===== src/rtl/sad_pkg.sv =====
// ---------------------------------------------------------------------------
// sad_pkg: shared types and constants for sort_and_dedupe
// Sizes of the cell chain, stream payload widths and the cell entry type.
// ---------------------------------------------------------------------------
package sad_pkg;

  localparam int unsigned MAX_ITEMS  = 64;
  localparam int unsigned VALUE_BITS = 10;

  // distinct_count field width is fixed at 7 bits
  localparam int unsigned COUNT_BITS = 7;
  localparam int unsigned CNT_W      = $clog2(MAX_ITEMS + 1);
  localparam int unsigned FILL_W     = $clog2(MAX_ITEMS + 1);

  // stream payload widths, padded to whole bytes
  localparam int unsigned IN_TDATA_W  = ((VALUE_BITS + 7) / 8) * 8;
  localparam int unsigned OUT_FLD_W   = VALUE_BITS + COUNT_BITS;
  localparam int unsigned OUT_TDATA_W = ((OUT_FLD_W + 7) / 8) * 8;

  // fill-pulse reduction: groups of eight cells
  localparam int unsigned GRP_SIZE = 8;
  localparam int unsigned NUM_GRP  = (MAX_ITEMS + GRP_SIZE - 1) / GRP_SIZE;

  // cycles to wait after the last item so that every token has landed
  // and the distinct counter has caught up
  localparam int unsigned SETTLE_CYC = MAX_ITEMS + 4;
  localparam int unsigned SETTLE_W   = $clog2(SETTLE_CYC + 1);

  // one stored or travelling value
  typedef struct packed {
    logic                  vld;
    logic [VALUE_BITS-1:0] val;
  } entry_t;

endpackage


===== src/rtl/sad_cell.sv =====
// ---------------------------------------------------------------------------
// sad_cell: one insertion cell of the sorting chain
// Keeps the smaller of held and incoming value, passes the larger right,
// drops an incoming value equal to the held one; shifts left on drain.
// ---------------------------------------------------------------------------
module sad_cell (
  input  logic            clk_i,
  input  logic            rst_ni,
  input  sad_pkg::entry_t tok_i,    // token from the left neighbor
  output sad_pkg::entry_t tok_o,    // token to the right neighbor
  input  logic            shift_i,  // drain: take the right neighbor's entry
  input  sad_pkg::entry_t nbr_i,    // right neighbor's held entry
  output sad_pkg::entry_t ent_o,    // held entry
  output logic            fill_o    // an empty cell took a value this cycle
);

  sad_pkg::entry_t ent_q, ent_d;
  sad_pkg::entry_t tok_q, tok_d;

  always_comb begin
    ent_d     = ent_q;
    tok_d.vld = 1'b0;
    tok_d.val = tok_i.val;
    fill_o    = 1'b0;
    if (shift_i) begin
      ent_d = nbr_i;
    end else if (tok_i.vld) begin
      if (!ent_q.vld) begin
        ent_d.vld = 1'b1;
        ent_d.val = tok_i.val;
        fill_o    = 1'b1;
      end else if (tok_i.val < ent_q.val) begin
        // new value goes here, displaced one moves on
        ent_d.val = tok_i.val;
        tok_d.vld = 1'b1;
        tok_d.val = ent_q.val;
      end else if (tok_i.val > ent_q.val) begin
        tok_d.vld = 1'b1;
      end
      // equal: duplicate, dropped
    end
  end

  always_ff @(posedge clk_i or negedge rst_ni) begin
    if (!rst_ni) begin
      ent_q <= '0;
      tok_q <= '0;
    end else begin
      ent_q <= ent_d;
      tok_q <= tok_d;
    end
  end

  assign ent_o = ent_q;
  assign tok_o = tok_q;

endmodule


===== src/rtl/sad_count.sv =====
// ---------------------------------------------------------------------------
// sad_count: distinct value counter
// Registered OR tree over the per-cell fill pulses; at most one cell fills
// per cycle, so the counter steps by one when any pulse is seen.
// ---------------------------------------------------------------------------
module sad_count (
  input  logic                          clk_i,
  input  logic                          rst_ni,
  input  logic [sad_pkg::MAX_ITEMS-1:0] fill_i,
  input  logic                          clr_i,
  output logic [sad_pkg::CNT_W-1:0]     count_o
);

  localparam int unsigned PAD_W = sad_pkg::NUM_GRP * sad_pkg::GRP_SIZE;

  logic [PAD_W-1:0]            fill_q;
  logic [PAD_W-1:0]            fill_d;
  logic [sad_pkg::NUM_GRP-1:0] grp_q, grp_d;
  logic [sad_pkg::CNT_W-1:0]   cnt_q, cnt_d;

  always_comb begin
    fill_d = '0;
    fill_d[sad_pkg::MAX_ITEMS-1:0] = fill_i;
    for (int g = 0; g < sad_pkg::NUM_GRP; g++) begin
      grp_d[g] = |fill_q[g*sad_pkg::GRP_SIZE +: sad_pkg::GRP_SIZE];
    end
    if (clr_i) begin
      cnt_d = '0;
    end else begin
      cnt_d = cnt_q + sad_pkg::CNT_W'(|grp_q);
    end
  end

  always_ff @(posedge clk_i or negedge rst_ni) begin
    if (!rst_ni) begin
      fill_q <= '0;
      grp_q  <= '0;
      cnt_q  <= '0;
    end else begin
      fill_q <= fill_d;
      grp_q  <= grp_d;
      cnt_q  <= cnt_d;
    end
  end

  assign count_o = cnt_q;

endmodule


===== src/rtl/sort_and_dedupe_top.sv =====
// ---------------------------------------------------------------------------
// sort_and_dedupe_top: streaming sort with duplicate removal
// Loads a set of values, then emits each distinct value once, ascending.
// ---------------------------------------------------------------------------
//  channel   dir  handshake                 payload
//  s_axis    in   s_axis_tvalid/tready      tdata[9:0] sample_value,
//                                           tlast last_item
//  m_axis    out  m_axis_tvalid/tready      tdata[9:0] distinct_value,
//                                           tdata[16:10] distinct_count,
//                                           tlast last_result, tuser overflow
//
//  Load: one item per cycle. Each value enters a chain of MAX_ITEMS
//  insertion cells and ripples right one cell per cycle.
//  After the item with tlast the chain settles in ST_SETTLE so that every
//  token has landed and the distinct counter has caught up.
//  Drain: one result per cycle out of cell 0 while m_axis_tready is high;
//  the chain shifts left on each accepted result. s_axis_tready is low
//  from last item to last result. Reset clears every cell, counter and
//  state; no clearing pass.
// ---------------------------------------------------------------------------
module sort_and_dedupe_top (
  input  logic                            clk_i,
  input  logic                            rst_ni,
  // input stream
  input  logic                            s_axis_tvalid,
  output logic                            s_axis_tready,
  input  logic [sad_pkg::IN_TDATA_W-1:0]  s_axis_tdata,   // [9:0] sample_value
  input  logic                            s_axis_tlast,   // last_item
  // output stream
  output logic                            m_axis_tvalid,
  input  logic                            m_axis_tready,
  output logic [sad_pkg::OUT_TDATA_W-1:0] m_axis_tdata,   // distinct_value,
                                                          // distinct_count
  output logic                            m_axis_tlast,   // last_result
  output logic                            m_axis_tuser    // overflow
);

  typedef enum logic [1:0] {
    ST_LOAD,
    ST_SETTLE,
    ST_DRAIN
  } state_e;

  state_e                        state_q, state_d;
  logic [sad_pkg::FILL_W-1:0]    fill_q, fill_d;      // items stored this set
  logic                          ovf_q, ovf_d;        // an item was dropped
  logic [sad_pkg::SETTLE_W-1:0]  settle_q, settle_d;

  sad_pkg::entry_t               tok [sad_pkg::MAX_ITEMS];
  sad_pkg::entry_t               ent [sad_pkg::MAX_ITEMS];
  logic [sad_pkg::MAX_ITEMS-1:0] fill_pulse;
  logic [sad_pkg::CNT_W-1:0]     count;

  logic in_acc, out_acc, shift, room, clr;

  assign s_axis_tready = (state_q == ST_LOAD);
  assign in_acc        = s_axis_tvalid && s_axis_tready;
  assign room          = (fill_q < sad_pkg::FILL_W'(sad_pkg::MAX_ITEMS));

  // drain from cell 0; cells form a valid prefix once settled
  assign m_axis_tvalid = (state_q == ST_DRAIN) && ent[0].vld;
  assign out_acc       = m_axis_tvalid && m_axis_tready;
  assign shift         = out_acc;
  assign m_axis_tlast  = !ent[1].vld;
  assign m_axis_tuser  = ovf_q;
  assign clr           = out_acc && m_axis_tlast;

  always_comb begin
    m_axis_tdata = '0;
    m_axis_tdata[sad_pkg::VALUE_BITS-1:0] = ent[0].val;
    m_axis_tdata[sad_pkg::VALUE_BITS +: sad_pkg::COUNT_BITS] =
      sad_pkg::COUNT_BITS'(count);
  end

  // new token into cell 0 when the item is stored
  assign tok[0].vld = in_acc && room;
  assign tok[0].val = s_axis_tdata[sad_pkg::VALUE_BITS-1:0];

  for (genvar i = 0; i < sad_pkg::MAX_ITEMS; i++) begin : g_cell
    if (i == sad_pkg::MAX_ITEMS - 1) begin : g_tail
      // never more distinct values than cells: tail token goes nowhere
      sad_cell u_cell (
        .clk_i   (clk_i),
        .rst_ni  (rst_ni),
        .tok_i   (tok[i]),
        .tok_o   (),
        .shift_i (shift),
        .nbr_i   ('0),
        .ent_o   (ent[i]),
        .fill_o  (fill_pulse[i])
      );
    end else begin : g_body
      sad_cell u_cell (
        .clk_i   (clk_i),
        .rst_ni  (rst_ni),
        .tok_i   (tok[i]),
        .tok_o   (tok[i+1]),
        .shift_i (shift),
        .nbr_i   (ent[i+1]),
        .ent_o   (ent[i]),
        .fill_o  (fill_pulse[i])
      );
    end
  end

  sad_count u_count (
    .clk_i   (clk_i),
    .rst_ni  (rst_ni),
    .fill_i  (fill_pulse),
    .clr_i   (clr),
    .count_o (count)
  );

  always_comb begin
    state_d  = state_q;
    fill_d   = fill_q;
    ovf_d    = ovf_q;
    settle_d = settle_q;
    unique case (state_q)
      ST_LOAD: begin
        if (in_acc) begin
          if (room) begin
            fill_d = fill_q + 1'b1;
          end else begin
            ovf_d = 1'b1;
          end
          if (s_axis_tlast) begin
            state_d  = ST_SETTLE;
            settle_d = '0;
          end
        end
      end
      ST_SETTLE: begin
        settle_d = settle_q + 1'b1;
        if (settle_q == sad_pkg::SETTLE_W'(sad_pkg::SETTLE_CYC - 1)) begin
          state_d = ST_DRAIN;
        end
      end
      ST_DRAIN: begin
        if (clr) begin
          state_d = ST_LOAD;
          fill_d  = '0;
          ovf_d   = 1'b0;
        end
      end
      default: state_d = ST_LOAD;
    endcase
  end

  always_ff @(posedge clk_i or negedge rst_ni) begin
    if (!rst_ni) begin
      state_q  <= ST_LOAD;
      fill_q   <= '0;
      ovf_q    <= 1'b0;
      settle_q <= '0;
    end else begin
      state_q  <= state_d;
      fill_q   <= fill_d;
      ovf_q    <= ovf_d;
      settle_q <= settle_d;
    end
  end

endmodule


===== config.mk =====
export PLATFORM = sky130hd
export DESIGN_NAME = sort_and_dedupe_top
export DESIGN_NICKNAME = d
export VERILOG_FILES = /design/src/rtl/sad_pkg.sv /design/src/rtl/sad_cell.sv /design/src/rtl/sad_count.sv /design/src/rtl/sort_and_dedupe_top.sv
export SDC_FILE = /design/constraint.sdc
export NUM_CORES = 2
export LEC_CHECK = 0
export BUFFER_PORTS_ARGS = -buffer_cell sky130_fd_sc_hd__buf_2
export CAP_MARGIN = 30
export CORE_ASPECT_RATIO = 0.5
export CORE_MARGIN = 5
export CORE_UTILIZATION = 40
export DETAILED_ROUTE_END_ITERATION = 8
export GPL_TIMING_DRIVEN = 0
export MAX_ROUTING_LAYER = met4
export PLACE_DENSITY = 0.65
export SYNTH_ARGS = -nofsm -noshare
export SYNTH_HDL_FRONTEND = slang
export SYNTH_SLANG_ARGS = --single-unit

===== constraint.sdc =====
create_clock -name clk_i -period 2.1 [get_ports clk_i]
set_input_delay 0.42 -clock clk_i [delete_from_list [all_inputs] [get_ports clk_i]]
set_output_delay 0.42 -clock clk_i [all_outputs]
set_load 0.05 [all_outputs]

# --- Word-level counts from Yosys, hierarchy flattened ---
# Index checks and enable logic that the tools add are counted.
word_totals:
  out_inout_bits: 28
  regBits: 1493
  elab_cells: 1458
  inputBits: 21
classes:
  add_sub_neg: 3
  magnitude_cmp: 128
  mux: 843
  n_reduce_logical: 150
  n_eq_ne: 73
op_table:
  columns: ["operator", "count"]
  rows:
  - ["11-bit two-way mux", 317]
  - ["10-bit two-way mux", 191]
  - ["10-bit less-than comparator", 64]
  - ["10-bit > comparator", 63]
  - ["1-bit two-way mux", 321]
  - ["3-bit != test, second input constant", 64]
  - ["2-bit nonzero test", 66]
  - ["2-bit AND reduction", 64]
  - ["8-bit OR reduction", 9]
  - ["7-bit two-way mux", 6]
  - ["7-bit case mux with 2 select lines", 2]
  - ["7-bit by 1-bit adder with 7-bit output, second input constant", 2]
  - ["4-bit AND reduction", 3]
  - ["2-bit two-way mux", 4]
  - ["7-bit by 1-bit adder with 7-bit output", 1]
  - ["7-bit equality test, second input constant", 1]
  - ["7-bit less-than comparator, second input constant", 1]
  - ["2-bit by 1-bit != test with 1-bit output, second input constant", 3]
  - ["2-bit != test, second input constant", 3]
  - ["2-bit case mux with 3 select lines", 1]
  - ["1-bit logical AND", 5]
  - ["3-bit AND reduction", 1]
  - ["2-bit by 1-bit equality test with 1-bit output, second input constant", 1]
  - ["2-bit equality test, second input constant", 1]
  - ["3 further kinds", 3]

# --- Depth between registers and ports, before layout ---
depth:
  ltp_word: 6
  ltp_mapped: 9
  ltp_nobuf: 8

# --- Modules after synthesis ---
# Synthesis repeated with hierarchy kept, for this count alone.
unflattened:
  hier_cells: 6821
  area_unflattened_um2: 80988.9
modules_own_cells:
  columns: ["module", "instances", "cells_per_inst", "area_each_um2", "seq_area_each_um2"]
  rows:
  - ["sad_cell", 64, 103, 1214.9, 550.5]
  - ["sad_count", 1, 127, 2267.2, 1976.9]
  - ["sort_and_dedupe_top", 1, 102, 967.2, 425.4]

# --- Least setup slack after synthesis ---
# OpenSTA, ideal clock, no wires.
synth_path:
  path_kind: "flip-flop to flip-flop"
  start: "register g_cell[35].g_body.u_cell.ent_q, in the netlist g_cell[35].g_body.u_cell.ent_o[5]"
  end: "register g_cell[35].g_body.u_cell.tok_q, in the netlist g_cell[35].g_body.u_cell.tok_o[1]"
  stages_incl_launch_ff: 9
  required_ns: 1.975
  n_path_buf: 1
  path_slack_ns: -0.210
  arrival_ns: 2.186
  setup_time_ns: 0.125
  period_less_slack_ns: 2.310
  cell_sequence: "dfrtp_1 > inv_1 > ha_1 > a21oi_1 > o21ai_0 > a2111oi_1 > and3_1 > buf_4 > mux2_2"
synth_lines:
  columns: ["item", "line", "rtl"]
  rows:
  - ["start, declared", "sad_cell.sv:17", "sad_pkg::entry_t ent_q, ent_d;"]
  - ["start signal, assigned", "sad_cell.sv:49", "ent_q <= ent_d;"]
  - ["end signal, assigned", "sad_cell.sv:50", "tok_q <= tok_d;"]
  - ["end, declared", "sad_cell.sv:18", "sad_pkg::entry_t tok_q, tok_d;"]

==> impl_metrics.toml <==
[timing]
drv_slew = 0
skew_ns = 0.0409
fin_ws_ns = -0.272
grt_setup_unrepaired = "yes"
fmax_ghz = 0.422
setup_tns_ns = -105.71
min_period_ns = 2.37
finalSetupViolCount = 1023
max-slew-margin-rel = 0.308
fin_crit_sh = 1.13
whs_ns = 0.0737
worst_pin_slew_ns = 1.03
timing_hold_violations_final = 0

[critical_path]
worstPathMaxFanout = 5
worstSetupPathType = "reg2reg"
critPathMaxStageDelay_ns = 0.45
reg2reg_depth = 8
crit_chain = "inv_1 > ha_4 > nand4_1 > a211oi_2 > a2111oi_4 > and3_4 > buf_6 > mux2_2"
timing.reg2reg.setup_slack_ns = -0.27
crit_path_end_kind = "flip-flop"
cp.buffers_inverters = 2
crit_slowest_cell = "a2111oi_4"
cp.depth = 8
path_delay_family = "compound AO/OA/AOI/OAI gates"
r2r_start = "g_cell[49].g_body.u_cell.ent_o[4]"
critPathRequiredTime_ns = 2.80
r2r-end = "g_cell[49].g_body.u_cell.tok_o[4]"
setup.worst_path.start_class = "flip-flop"
arrival_ns = 3.07

[logic_synthesis]
synth_top_flop_cell = "dfrtp_1"
synth_area_per_cell_um2 = 10.8
yosysWarnings = 0
ys_ff_latch = 1493
synth_edf_count = 0
async_flop_share = 1.00
syn_area_um2 = 81700
yosysTopAreaCellShare = 0.457
synth_area_leaders = "dfrtp_1 (46%), ha_1 (9.8%), mux2_2 (8.0%)"
ys_types = 61
netlist_instances = 7536
synth_top_cell_by_area = "dfrtp_1"
synth_seq_area_share = 0.457

[clock_tree]
clk_pin_slew_ns = 0.06
clockBufferDepth = 4
clock_latency_ns = 0.83
clock_sinks = 1493
ctsRootBufferMaster = "clkbuf_16"
cts_made_buffers = 155
htree_num_levels = 4
tritoncts = "built"

[final_layout]
finish.utilization = 0.566
syn2layout_area_growth_pct = 40.9
layout.nets = 9698
final_cells = 11881
drive_above_1_share = 0.440
nFillCells = 15777
design_area_um2 = 115000

[global_route]
grt_overflow = 0
grt_antenna_before_repair = 2
grt_max_degree = 166
grt_pass1_vias = 68644
grt_usage = 0.242
grt_pass1_wl_mm = 403

[place]
pre_cts_slack_ns = -1.52
dp.cells = 10344
portBuffers = 35
dpl-instance-area_um2 = 86800
gp_congestion = 0.923
dpl.hpwl_mm = 173

[drt]
drtPass1Iterations = 8
drc = 0
wirelength_mm = 289
drt_iter0_drc = 7323
wl_per_cell_um = 24.3
viasPerCell = 6.16
vias = 73142
ant_nets = 0

[min_path]
whs_endpoint = "settle_q[0]"
min_from = "s_axis_tlast"
min_path_type = "in2reg"
whs_path_depth = 4

[floorplanning]
core_um2 = 203000
row_count = 117
die-width_um = 649
start_util = 0.402
die_area_um2 = 214000
num_io_pins = 49
dieHeight_um = 330

[run_status]
status = "finished with violations"
violations = "negative setup slack"

[power_and_ir_drop]
p_per_area_nw_per_um2 = 1400
p_leak_nw = 50.6
irDropWorstVdd_v = 0.000733
finalPower_mw = 161

[run]
drv_cap = 0
## placed cells by master, fill, tap and decap left out, types with 53 or more instances in the layout
cell | netlist | final
nand4_1 | 114 | 114
mux2_2 | 581 | 67
inv_1 | 815 | 496
a21oi_2 | 0 | 79
a31oi_4 | 0 | 53
nand2_1 | 252 | 224
a221o_1 | 260 | 260
a32o_1 | 289 | 266
buf_8 | 0 | 84
buf_4 | 30 | 1140
buf_6 | 0 | 178
a221oi_1 | 272 | 254
and3_4 | 0 | 78
o31ai_2 | 0 | 70
ha_1 | 643 | 318
mux2i_1 | 89 | 72
nor2_4 | 31 | 75
nor2_1 | 271 | 230
dfrtp_1 | 1493 | 1369
clkbuf_16 | 0 | 198
a21oi_1 | 412 | 324
ha_4 | 0 | 325
buf_2 | 117 | 68
mux2_4 | 2 | 534
o21ai_0 | 175 | 107
buf_12 | 0 | 57
a31oi_1 | 329 | 252
o31ai_1 | 320 | 246
clkbuf_1 | 233 | 87
inv_2 | 0 | 319
dfrtp_2 | 0 | 124
## power by group
group          internal, mW  switching [mW]  total, mW
clock network          16.0            12.2       28.2
logic                  43.3            39.4       82.8
registers              39.2            11.0       50.2
## flip-flops by register name, summed over array words and instances, names as in the netlist
register / cells
m_axis_tuser: 1
g_cell.g_body.u_cell.tok_o: 693
u_count.fill_q: 64
g_cell.g_tail.u_cell.ent_o: 11
u_count.count_o: 7
u_count.grp_q: 8
g_cell.g_body.u_cell.ent_o: 693
fill_q: 7
state_q: 2
settle_q: 7
## per-layer routing
metal / global-route usage / vias up / share of wire
li1: - / 31865 / -
met4: 0.0890 / 0 / 0.050
met2: 0.383 / 3313 / 0.46
met5: - / - / 0
met3: 0.0362 / 822 / 0.076
met1: 0.318 / 37142 / 0.41
## how the worst max path moves through the flow
stage,startpoint,to,slack (ns)
floorplan,s_axis_tdata[5],g_cell[0].g_body.u_cell.tok_o[0],-0.006
global placement,rst_ni,g_cell[43].g_body.u_cell.tok_o[2],-33.17
detailed placement,g_cell[0].g_body.u_cell.ent_o[10],g_cell[25].g_body.u_cell.ent_o[10],-1.52
CTS,g_cell[49].g_body.u_cell.ent_o[3],g_cell[49].g_body.u_cell.tok_o[4],-0.21
global route,g_cell[56].g_body.u_cell.ent_o[8],g_cell[56].g_body.u_cell.tok_o[6],-0.35
finish,g_cell[49].g_body.u_cell.ent_o[4],g_cell[49].g_body.u_cell.tok_o[4],-0.27
## area by class of cell
type / count / area, µm² / share of cell area
Antenna cell: 4 / 10.0 / 0.0000869
Buffer: 395 / 3650 / 0.0317
Tap cell: 2737 / 3420 / 0.0297
Clock inverter: 44 / 458 / 0.00398
Multi-Input combinational cell: 4813 / 50200 / 0.436
Inverter: 816 / 3060 / 0.0266
Sequential cell: 1493 / 37500 / 0.326
Clock buffer: 219 / 4530 / 0.0394
Timing Repair Buffer: 1360 / 12300 / 0.107
## cell families (layout without fill, tap and decap cells)
family                     Yosys count  count (layout)  synth area share
other                                1              11         0.0000459
and+or+nand+nor                   1026            1049            0.0643
adders and majority gates          643             643            0.0984
xor gates and xnor gates            14              14           0.00150
muxes                              690             690            0.0938
AOI/OAI and AO/OA                 2408            2410             0.224
DFF                               1493            1493             0.457
buffers and inverters             1261            2834            0.0611
## synth_stat cells, types with 5 or more instances
master     instances
inv_1            815
o32ai_1           31
nor3_1            39
nor2_1           271
and3_1            92
a31oi_1          329
mux2i_1           89
a211o_1           39
mux2_2           581
a221oi_1         272
buf_2            117
o31ai_1          320
a41o_1            12
nand4_1          114
a21oi_1          412
dfrtp_1         1493
a32o_1           289
mux2_1            18
a2111oi_2         23
nand3_1           39
a2111oi_1          9
a41oi_1           22
o21ai_0          175
o2111ai_1         14
o22ai_1            5
nor2_4            31
buf_4             30
ha_1             643
nand2_1          252
nor2b_1           23
nor4_1            52
nand2b_1          45
nor3b_1            5
a211oi_1          64
and2_1            32
o21a_1            66
xnor2_1            7
o211ai_1          26
and4_1            18
buf_1             65
a21o_1            30
clkbuf_1         233
a221o_1          260
xor2_1             7
## tightest hold or removal path, cell delays in order
cell	delay, ns
buf_2	0.09
a21oi_1	0.11
o21ai_0	0.13
o21ai_0	0.08
## timing repair
action / 4_1_cts / 5_1_grt
pin swaps: 494 / 531
endpoints found under the hold margin: 86 / 0
setup buffers: 580 / 618
resized for setup: 1240 / 1848
hold buffers: 13 / 0
cloned: 64 / 59
setup endpoints to repair: 1452 / 1344
(Power assumes the default switching activity.)
